===== src/sv/dia_pkg.sv =====
// Shared types and codes for the deadline interval assigner.
package dia_pkg;

  localparam int unsigned ValW = 6;

  localparam logic [1:0] OP_LOAD  = 2'd0;
  localparam logic [1:0] OP_TICK  = 2'd1;
  localparam logic [1:0] OP_CLEAR = 2'd2;
  localparam logic [1:0] OP_SPARE = 2'd3;

  localparam logic [1:0] STATUS_OK     = 2'd0;
  localparam logic [1:0] STATUS_NONE   = 2'd1;
  localparam logic [1:0] STATUS_MISSED = 2'd2;
  localparam logic [1:0] STATUS_FAILED = 2'd3;

  typedef struct packed {
    logic [1:0]      op;
    logic [ValW-1:0] interval_start;
    logic [ValW-1:0] interval_end;
  } in_t;

  typedef struct packed {
    logic [ValW-1:0] assigned_item;
    logic [1:0]      status;
    logic            last_place;
  } out_t;

  // Best candidate seen so far, handed from cell to cell.
  typedef struct packed {
    logic            found;
    logic [ValW-1:0] cand_end;
    logic [ValW-1:0] cand_start;
  } cand_t;

  // Broadcast from the controller to every cell.
  typedef struct packed {
    logic            clear;
    logic            wr_en;
    logic [ValW-1:0] wr_start;
    logic [ValW-1:0] wr_end;
    logic            mark_en;
  } cell_ctl_t;

endpackage


===== src/sv/dia_cell.sv =====
// One storage cell: holds an interval and forwards the better candidate.
module dia_cell #(
  parameter int unsigned MAX_ITEMS = 64,
  parameter int unsigned IDX       = 0
) (
  input  logic                           clk_i,
  input  logic                           rst_ni,
  input  dia_pkg::cell_ctl_t             ctl_i,
  input  logic [$clog2(MAX_ITEMS)-1:0]   wr_idx_i,
  input  logic [$clog2(MAX_ITEMS)-1:0]   mark_idx_i,
  input  logic [$clog2(MAX_ITEMS+1)-1:0] loaded_i,
  input  logic [$clog2(MAX_ITEMS+1)-1:0] place_i,
  input  dia_pkg::cand_t                 cand_i,
  input  logic [$clog2(MAX_ITEMS)-1:0]   cand_idx_i,
  output dia_pkg::cand_t                 cand_o,
  output logic [$clog2(MAX_ITEMS)-1:0]   cand_idx_o
);

  localparam int unsigned IdxW = $clog2(MAX_ITEMS);
  localparam int unsigned CntW = $clog2(MAX_ITEMS + 1);
  localparam int unsigned CmpW = (CntW > dia_pkg::ValW) ? CntW : dia_pkg::ValW;
  localparam logic [IdxW-1:0] MyIdx = IdxW'(IDX);
  localparam logic [CntW-1:0] MyCnt = CntW'(IDX);

  logic [dia_pkg::ValW-1:0] start_q;
  logic [dia_pkg::ValW-1:0] end_q;
  logic                     taken_q;
  dia_pkg::cand_t           cand_q;
  logic [IdxW-1:0]          cand_idx_q;

  logic eligible;
  logic better;

  always_comb begin
    eligible = (MyCnt < loaded_i) && !taken_q && (CmpW'(start_q) <= CmpW'(place_i));
    better   = !cand_i.found || (end_q < cand_i.cand_end) ||
               ((end_q == cand_i.cand_end) && (start_q < cand_i.cand_start));
  end

  always_ff @(posedge clk_i) begin
    if (ctl_i.wr_en && (wr_idx_i == MyIdx)) begin
      start_q <= ctl_i.wr_start;
      end_q   <= ctl_i.wr_end;
    end
  end

  always_ff @(posedge clk_i or negedge rst_ni) begin
    if (!rst_ni) begin
      taken_q    <= 1'b0;
      cand_q     <= '0;
      cand_idx_q <= '0;
    end else begin
      if (ctl_i.clear || (ctl_i.wr_en && (wr_idx_i == MyIdx))) begin
        taken_q <= 1'b0;
      end else if (ctl_i.mark_en && (mark_idx_i == MyIdx)) begin
        taken_q <= 1'b1;
      end
      // Strictly better only, so the lower index wins a full tie.
      if (eligible && better) begin
        cand_q     <= '{found: 1'b1, cand_end: end_q, cand_start: start_q};
        cand_idx_q <= MyIdx;
      end else begin
        cand_q     <= cand_i;
        cand_idx_q <= cand_idx_i;
      end
    end
  end

  assign cand_o     = cand_q;
  assign cand_idx_o = cand_idx_q;

endmodule


===== src/sv/deadline_interval_assigner_unit.sv =====
// Top level of the deadline interval assigner: cell chain and controller.

// Intervals are loaded into a chain of MAX_ITEMS cells, one transaction per
// cycle while busy is low, and each tick assigns the current place to the
// eligible interval with the least end, then least start, then least index.
// A load, a clear, a tick past the loaded set and a tick after a failure are
// handled in idle without a scan; the tick after a failure shows its result
// in the next cycle. Any other tick runs a candidate wave through the whole
// cell chain, one cell per cycle, with busy high until the wave is through;
// the result appears in the first cycle with busy low, and the next
// transaction can be taken as soon as busy is low. Each result is shown for
// exactly one cycle with result_valid_o high and must be taken then.
module deadline_interval_assigner_unit #(
  parameter int unsigned MAX_ITEMS = 64
) (
  input  logic          clk_i,
  input  logic          rst_ni,
  input  logic          start,
  output logic          busy,
  input  dia_pkg::in_t  item_i,
  output logic          result_valid_o,
  output dia_pkg::out_t result_o
);

  localparam int unsigned IdxW  = $clog2(MAX_ITEMS);
  localparam int unsigned CntW  = $clog2(MAX_ITEMS + 1);
  localparam int unsigned CmpW  = (CntW > dia_pkg::ValW) ? CntW : dia_pkg::ValW;
  localparam int unsigned WideW = (IdxW > dia_pkg::ValW) ? IdxW : dia_pkg::ValW;

  typedef enum logic {
    ST_IDLE,
    ST_SCAN
  } state_e;

  state_e             state_q;
  logic [CntW-1:0]    scan_cnt_q;
  logic [CntW-1:0]    loaded_q;
  logic [CntW-1:0]    place_q;
  logic               failed_q;
  logic               result_valid_q;
  dia_pkg::out_t      result_q;

  dia_pkg::cell_ctl_t ctl;
  dia_pkg::cand_t     cand   [0:MAX_ITEMS];
  logic [IdxW-1:0]    cand_idx [0:MAX_ITEMS];

  logic               accept;
  logic               scan_done;
  logic               missed;
  logic               last_place;
  logic [WideW-1:0]   best_wide;
  dia_pkg::out_t      scan_result;

  assign accept    = start && (state_q == ST_IDLE);
  assign scan_done = (state_q == ST_SCAN) && (scan_cnt_q == '0);

  assign cand[0]     = '0;
  assign cand_idx[0] = '0;

  for (genvar g = 0; g < MAX_ITEMS; g++) begin : g_cell
    dia_cell #(
      .MAX_ITEMS (MAX_ITEMS),
      .IDX       (g)
    ) u_cell (
      .clk_i      (clk_i),
      .rst_ni     (rst_ni),
      .ctl_i      (ctl),
      .wr_idx_i   (loaded_q[IdxW-1:0]),
      .mark_idx_i (cand_idx[MAX_ITEMS]),
      .loaded_i   (loaded_q),
      .place_i    (place_q),
      .cand_i     (cand[g]),
      .cand_idx_i (cand_idx[g]),
      .cand_o     (cand[g+1]),
      .cand_idx_o (cand_idx[g+1])
    );
  end

  always_comb begin
    missed     = CmpW'(cand[MAX_ITEMS].cand_end) < CmpW'(place_q);
    last_place = (place_q + 1'b1) == loaded_q;
    best_wide  = WideW'(cand_idx[MAX_ITEMS]);

    scan_result.last_place = last_place;
    if (!cand[MAX_ITEMS].found) begin
      scan_result.assigned_item = '0;
      scan_result.status        = dia_pkg::STATUS_NONE;
    end else begin
      scan_result.assigned_item = best_wide[dia_pkg::ValW-1:0];
      scan_result.status        = missed ? dia_pkg::STATUS_MISSED : dia_pkg::STATUS_OK;
    end

    ctl.clear    = accept && (item_i.op == dia_pkg::OP_CLEAR);
    ctl.wr_en    = accept && (item_i.op == dia_pkg::OP_LOAD) &&
                   (loaded_q < CntW'(MAX_ITEMS));
    ctl.wr_start = item_i.interval_start;
    ctl.wr_end   = item_i.interval_end;
    ctl.mark_en  = scan_done && cand[MAX_ITEMS].found && !missed;
  end

  always_ff @(posedge clk_i or negedge rst_ni) begin
    if (!rst_ni) begin
      state_q        <= ST_IDLE;
      scan_cnt_q     <= '0;
      loaded_q       <= '0;
      place_q        <= '0;
      failed_q       <= 1'b0;
      result_valid_q <= 1'b0;
      result_q       <= '0;
    end else begin
      result_valid_q <= 1'b0;
      case (state_q)
        ST_IDLE: begin
          if (start) begin
            case (item_i.op)
              dia_pkg::OP_LOAD: begin
                if (ctl.wr_en) begin
                  loaded_q <= loaded_q + 1'b1;
                end
              end
              dia_pkg::OP_TICK: begin
                if (place_q < loaded_q) begin
                  if (failed_q) begin
                    result_valid_q <= 1'b1;
                    result_q       <= '{assigned_item: '0,
                                        status: dia_pkg::STATUS_FAILED,
                                        last_place: last_place};
                    place_q        <= place_q + 1'b1;
                  end else begin
                    // The scan waits for the candidate wave to pass through every cell of the chain.
                    state_q    <= ST_SCAN;
                    scan_cnt_q <= CntW'(MAX_ITEMS);
                  end
                end
              end
              dia_pkg::OP_CLEAR: begin
                loaded_q <= '0;
                place_q  <= '0;
                failed_q <= 1'b0;
              end
              default: begin
              end
            endcase
          end
        end
        ST_SCAN: begin
          if (scan_cnt_q == '0) begin
            state_q        <= ST_IDLE;
            result_valid_q <= 1'b1;
            result_q       <= scan_result;
            place_q        <= place_q + 1'b1;
            if (scan_result.status != dia_pkg::STATUS_OK) begin
              failed_q <= 1'b1;
            end
          end else begin
            scan_cnt_q <= scan_cnt_q - 1'b1;
          end
        end
        default: state_q <= ST_IDLE;
      endcase
    end
  end

  assign busy           = (state_q != ST_IDLE);
  assign result_valid_o = result_valid_q;
  assign result_o       = result_q;

  // A successful assignment never coexists with a recorded failure.
  assert property (@(posedge clk_i) disable iff (!rst_ni)
    (result_valid_o && (result_o.status == dia_pkg::STATUS_OK)) |-> !failed_q)
    else $error("ok result while failure is recorded");

  // A failed-earlier result needs a failure on record.
  assert property (@(posedge clk_i) disable iff (!rst_ni)
    (result_valid_o && (result_o.status == dia_pkg::STATUS_FAILED)) |-> failed_q)
    else $error("failed-earlier result without recorded failure");

  // The place counter never runs past the loaded set.
  assert property (@(posedge clk_i) disable iff (!rst_ni)
    place_q <= loaded_q)
    else $error("place counter beyond loaded count");

  // A result follows either a finished scan or a tick taken in idle.
  assert property (@(posedge clk_i) disable iff (!rst_ni)
    result_valid_o |-> ($past(scan_done) || ($past(accept) &&
                       ($past(item_i.op) == dia_pkg::OP_TICK))))
    else $error("result without a tick");

endmodule

===== config.mk =====
export PLATFORM = sky130hd
export DESIGN_NAME = deadline_interval_assigner_unit
export DESIGN_NICKNAME = d
export VERILOG_FILES = /design/src/sv/dia_pkg.sv /design/src/sv/dia_cell.sv /design/src/sv/deadline_interval_assigner_unit.sv
export SDC_FILE = /design/constraint.sdc
export NUM_CORES = 2
export LEC_CHECK = 0
export ABC_AREA = 1
export BUFFER_PORTS_ARGS = -buffer_cell sky130_fd_sc_hd__buf_2
export CORE_MARGIN = 5
export CORE_UTILIZATION = 45
export DETAILED_ROUTE_END_ITERATION = 10
export PLACE_DENSITY = 0.66
export SYNTH_ARGS = -nofsm -noshare
export SYNTH_HDL_FRONTEND = slang
export SYNTH_SLANG_ARGS = --single-unit

===== constraint.sdc =====
create_clock -name clk_i -period 2.9 [get_ports clk_i]
set_input_delay 0.29 -clock clk_i [delete_from_list [all_inputs] [get_ports clk_i]]
set_output_delay 0.29 -clock clk_i [all_outputs]
set_load 0.01 [all_outputs]

# Word-level counts from Yosys, hierarchy flattened
# Cells that the tools add are included.
# classes
add_sub_neg	3
n_lt_le_gt_ge	257
n_eq_ne	205
n_mux	294
n_bitwise	1
reduce_logical	782
# op_table
cell	n
13-bit two-way mux	64
6-bit < comparator	126
6-bit by 7-bit <= comparator with 1-bit output	64
1-bit logical AND	389
6-bit equality test (second input constant)	64
6-bit equality test	63
6-bit by 7-bit < comparator with 1-bit output (first input constant)	32
6-bit by 5-bit equality test with 1-bit output (second input constant)	32
6-bit two-way mux	32
1-bit logical OR	190
1-bit two-way mux	143
2-bit nonzero test	66
1-bit logical NOT	128
5-bit by 7-bit < comparator with 1-bit output (first input constant)	16
6-bit by 4-bit equality test with 1-bit output (second input constant)	16
5-bit two-way mux	16
7-bit two-way mux	10
4-bit by 7-bit < comparator with 1-bit output (first input constant)	8
7-bit one-hot mux with 2 select lines	4
6-bit by 3-bit equality test with 1-bit output (second input constant)	8
9-bit two-way mux	5
4-bit two-way mux	8
3-bit by 7-bit < comparator with 1-bit output (first input constant)	4
6-bit by 2-bit equality test with 1-bit output (second input constant)	4
other kinds (26)	50
# word_totals
reg_bits	2012
input_bits	17
output_inout_bits	11
word_cells	1997

# Longest topological paths before layout
# logic_depth
ltp_word	7
ltp_mapped	14

# Least setup slack after synthesis
# Ideal clock, no wire load.
# synth_timing
kind	reg2reg
from	reg place_q[2]
to	reg g_cell[38].u_cell.cand_q, in the netlist g_cell[38].u_cell.cand_o[6]
setup_time_ps	117
arrival_ps	3012
setup_slack_ps	-229
path_stages_with_launch	12
path_buffers	1
synth_period_minus_slack_ps	3129
path_cell_list	dfrtp_1 -> inv_1 -> ha_1 -> a21oi_1 -> o21ai_0 -> nand2_1 -> nand2_1 -> a21oi_2 -> nand2_1 -> buf_2 -> nand2_1 -> nand2_1
# synth_between
elab_chain_cells	4
# synth_lines
element	line	rtl
from (decl)	deadline_interval_assigner_unit.sv:38	logic [CntW-1:0] place_q;
from (signal assigned)	deadline_interval_assigner_unit.sv:128	place_q <= place_q + 1'b1;
from (signal assigned)	deadline_interval_assigner_unit.sv:151	place_q <= place_q + 1'b1;
6-bit by 7-bit <= comparator with 1-bit output	dia_cell.sv:35	eligible = (MyCnt < loaded_i) && !taken_q && (CmpW'(start_q) <= CmpW'(place_i));
1-bit logical AND	dia_cell.sv:35	
1-bit logical AND	dia_cell.sv:59	if (eligible && better) begin
13-bit two-way mux	dia_cell.sv:59	
to (signal assigned)	dia_cell.sv:60	cand_q <= '{found: 1'b1, cand_end: end_q, cand_start: start_q};
to (signal assigned)	dia_cell.sv:63	cand_q <= cand_i;
to (decl)	dia_cell.sv:28	dia_pkg::cand_t cand_q;
# Every way passes these cells.
# A chain may end at the register's enable or synchronous reset.

# Final worst setup path
# layout_timing
from	reg loaded_q[5]
to	reg g_cell[3].u_cell.cand_q, in the netlist g_cell[3].u_cell.cand_o[9]
# layout_between
elab_chain_cells	5
# layout_lines
element	line	rtl
from (decl)	deadline_interval_assigner_unit.sv:37	logic [CntW-1:0] loaded_q;
from (signal assigned)	deadline_interval_assigner_unit.sv:118	loaded_q <= loaded_q + 1'b1;
2-bit by 7-bit < comparator with 1-bit output	dia_cell.sv:35	
1-bit logical AND (2 in a row)	dia_cell.sv:35	
1-bit logical AND	dia_cell.sv:59	
13-bit two-way mux	dia_cell.sv:59	
to (signal assigned)	dia_cell.sv:60	
to (signal assigned)	dia_cell.sv:63	
to (decl)	dia_cell.sv:28	
# Every way passes these cells.

==> impl_metrics.yaml <==
outcome:
  status: "completed"
layout:
  nNetsFinal: 11940
  drive_gt1_share_pct: 8.30
  syn2layout_area_growth_pct: 12.9
  fin_util_pct: 51.1
synthesis:
  synth.avg_cell_area_um2: 9.58
  synth_top_area_cell: "dfrtp_1"
  synth_edf_count: 768
  yosysUniqueCellTypes: 37
  synth_area_mm2: 0.101
  synthArstFlopShare_pct: 61.8
  synth_top_area_share_pct: 30.9
  ys_ff_latch: 2012
  synth_most_common_cell: "nand2_1"
  synth_common_cells: "3024 x nand2_1, 1471 x inv_1, 1244 x dfrtp_1, 1096 x ha_1, 861 x nand3_1"
  synth_area_leaders: "dfrtp_1 31%, edfxtp_1 23%, ha_1 14%"
  ys_warn_count: 0
  ys_seq_area_share_pct: 53.8
  syn_inst: 10515
  synth_nets: 11628
  ys_dominant_reg_cell: "dfrtp_1"
detailed_routing:
  avgRoutedWirePerCell_um: 19.1
  drc: 0
  vias: 73776
  dr.pass1.iters: 6
  totalWireLength_mm: 267
  via_per_inst: 5.27
  ant_nets: 0
  drt_iter0_markers: 6087
clock_tree:
  path_clk_slew_ps: 60
  clock_latency_ps: 860
  cts_tree: "done"
  clock-root-buffer: "clkbuf_16"
  cts-buffers-inserted: 208
  clock_path_buffers: 3
  cts.htree.levels: 4
  cts.sinks: 2012
setup_path:
  cp.arrival_ps: 3540
  required_ps: 3680
  regToRegSetupSlack_ps: 150
  worstPathMaxFanout: 14
  worstPathCellList: "nor2_4 > nand2_4 > inv_2 > nand2_2 > o21ai_1 > a21oi_4 > nand2_2 > nand2_1 > nand2_1"
  crit_type: "reg2reg"
  cp_top_family: "simple AND/OR/NAND/NOR gates"
  cp_num_cells: 9
  critPathLaunchType: "flip-flop"
  reg2regPathDepth: 9
  crit_path_end_kind: "flip-flop"
  path_buf_inv: 1
  slowest_delay_ps: 630
  reg2reg_from: "loaded_q[5]$_DFFE_PN0P_"
  cpMaxStageDelayCell: "o21ai_1"
  rr_endpoint: "g_cell[3].u_cell.cand_o[9]$_DFF_PN0_"
global_routing:
  grt.met2_usage_pct: 37.7
  top_usage_layer: "met2"
  grt_pass1_vias: 75123
  met1_usage_pct: 30.3
  grt_max_degree: 145
  grt_overflow: 0
  antenna_found_initial: 14
  grtUsageMet3_pct: 3.28
  grt_pass1_wl_mm: 420
  grt_use_total_pct: 22.7
placement:
  place_hpwl_mm: 191
  gp_congestion: 0.940
  port_buffers: 27
timing:
  period_needed_ps: 2750
  fmax_mhz: 363
  fin_hold_ws_ps: 60.5
  tightest_slew_ps: 903
  rsz0062_at_grt: "no"
  layout_worst_path_cycle_share_pct: 95.0
  skew_ps: 43.3
  hold_violations: 0
  slew_viol_final: 0
  slew_headroom_pct: 39.6
  setup_violations: 0
floorplan:
  die_w_um: 483
  die-area_mm2: 0.233
  rows: 173
  boundaryPins: 28
  die_height_um: 483
  core_mm2: 0.223
  start_util_pct: 45.2
run:
  max_cap_violations: 0
power_and_ir_drop:
  p_per_area_mw_per_mm2: 510
  vdd_ir_drop_max_uv: 601
  leakage_nw: 54.2
  p_total_mw: 58.0
min_path:
  hp-class: "in2async"
## worst max path at each step
| stage | start | endpoint | slack (ps) |
|---|---|---|---|
| after floorplan | place_q[5]$_DFFE_PN0P_ | g_cell[38].u_cell.cand_o[6]$_DFF_PN0_ | -60 |
| final | loaded_q[5]$_DFFE_PN0P_ | g_cell[3].u_cell.cand_o[9]$_DFF_PN0_ | 150 |
| after detailed placement | place_q[3]$_DFFE_PN0P_ | g_cell[8].u_cell.cand_idx_o[0]$_DFF_PN0_ | -140 |
| after CTS | place_q[3]$_DFFE_PN0P_ | g_cell[8].u_cell.cand_idx_o[0]$_DFF_PN0_ | 10 |
| after global routing | place_q[3]$_DFFE_PN0P_ | g_cell[13].u_cell.cand_o[8]$_DFF_PN0_ | 20 |
| after global placement | loaded_q[5]$_DFFE_PN0P_ | g_cell[3].u_cell.cand_o[8]$_DFF_PN0_ | -90 |
## layout make-up
| type | instances | area, um2 |
|---|---|---|
| antenna | 2 | 5.00 |
| inverter | 1476 | 5560 |
| tap | 2975 | 3720 |
| timing repair buffer | 351 | 3210 |
| sequential | 2012 | 54200 |
| multi-input combinational | 6778 | 39900 |
| fill | 19771 | 109000 |
| clock inverter | 102 | 1160 |
| clock buffer | 292 | 5940 |
## flip-flops by register name, indices dropped and copies added, names as in the netlist
name                      count
busy                          1
failed_q                      1
g_cell.u_cell.cand_idx_o    321
g_cell.u_cell.cand_o        826
g_cell.u_cell.end_q         384
g_cell.u_cell.start_q       384
g_cell.u_cell.taken_q        64
loaded_q                      7
place_q                       7
result_o                      9
result_valid_o                1
scan_cnt_q                    7
## layout by cell type (no fill, tap or decap), drive strengths merged
master and count:
dfrtp 1244, edfxtp 768, clkinv 76, a31oi 64, o2111ai 1, diode 2, ha 1096, or2 64
xor2 1, o211ai 18, nand3b 2, o21a 65, a21oi 336, inv 1476, dlygate4sd3 14, clkinvlp 8
nor3b 1, nand2 3073, a21boi 241, nor2 394, o21ai 292, nand4 73, nand3 861, nor3 133
clkbuf 292, o21bai 63, bufinv 18, buf 337
## power by group
| group | switching (mW) | internal, mW |
|---|---|---|
| sequential | 0.00334 | 29.6 |
| clock | 11.5 | 15.9 |
| combinational | 0.801 | 0.151 |
| total | 12.3 | 45.7 |
## stage by stage
step / setup slack, ps / setup TNS, ps / cell area, um2 / cells
floorplan: -56.7 / -4630 / 101000 / 10515
global placement: -90.0 / -1320 / 106000 / 13572
finish: 145 / 0 / 114000 / 13988
detailed placement: -144 / -2710 / 106000 / 13572
CTS: 14.1 / 0 / 113000 / 13980
global route: 17.5 / 0 / 114000 / 13987
## layer usage
| layer | share of wire [%] | wire, um |
|---|---|---|
| met1 | 43 | 115000 |
| met4 | 3.8 | 10300 |
| met5 | 0.015 | 41 |
| met2 | 47 | 126000 |
| met3 | 5.9 | 15900 |
## cell families (layout without fill, tap and decap cells)
logic type / count (synthesis) / count (layout) / share of synthesized area, %
DFF: 2012 / 2012 / 53.8
xor gates and xnor gates: 1 / 1 / 0.00870
and+or+nand+nor: 4601 / 4601 / 19.1
other: 0 / 2 / 0
buffers and inverters: 1725 / 2221 / 6.78
adders and majority gates: 1096 / 1096 / 13.6
AOI/OAI and AO/OA: 1080 / 1080 / 6.69
## timing repair
action | CTS | global route
buffers inserted | 0 | 6
endpoints found under the setup margin | 47 | 286
pin swaps | 0 | 3
cloned | 0 | 0
hold buffers | 14 | 0
endpoints found under the hold margin | 743 | 0
resized for setup | 4 | 29
## worst register-to-register path, delay by kind of cell, from the launching register on
kind                   cells  cell delay (ps)
AND/OR/NAND/NOR            6             1170
buffers and inverters      1              220
flip-flops                 1              480
AO/OA/AOI/OAI              2              810
Note: power is estimated with default switching activity, not from simulation.
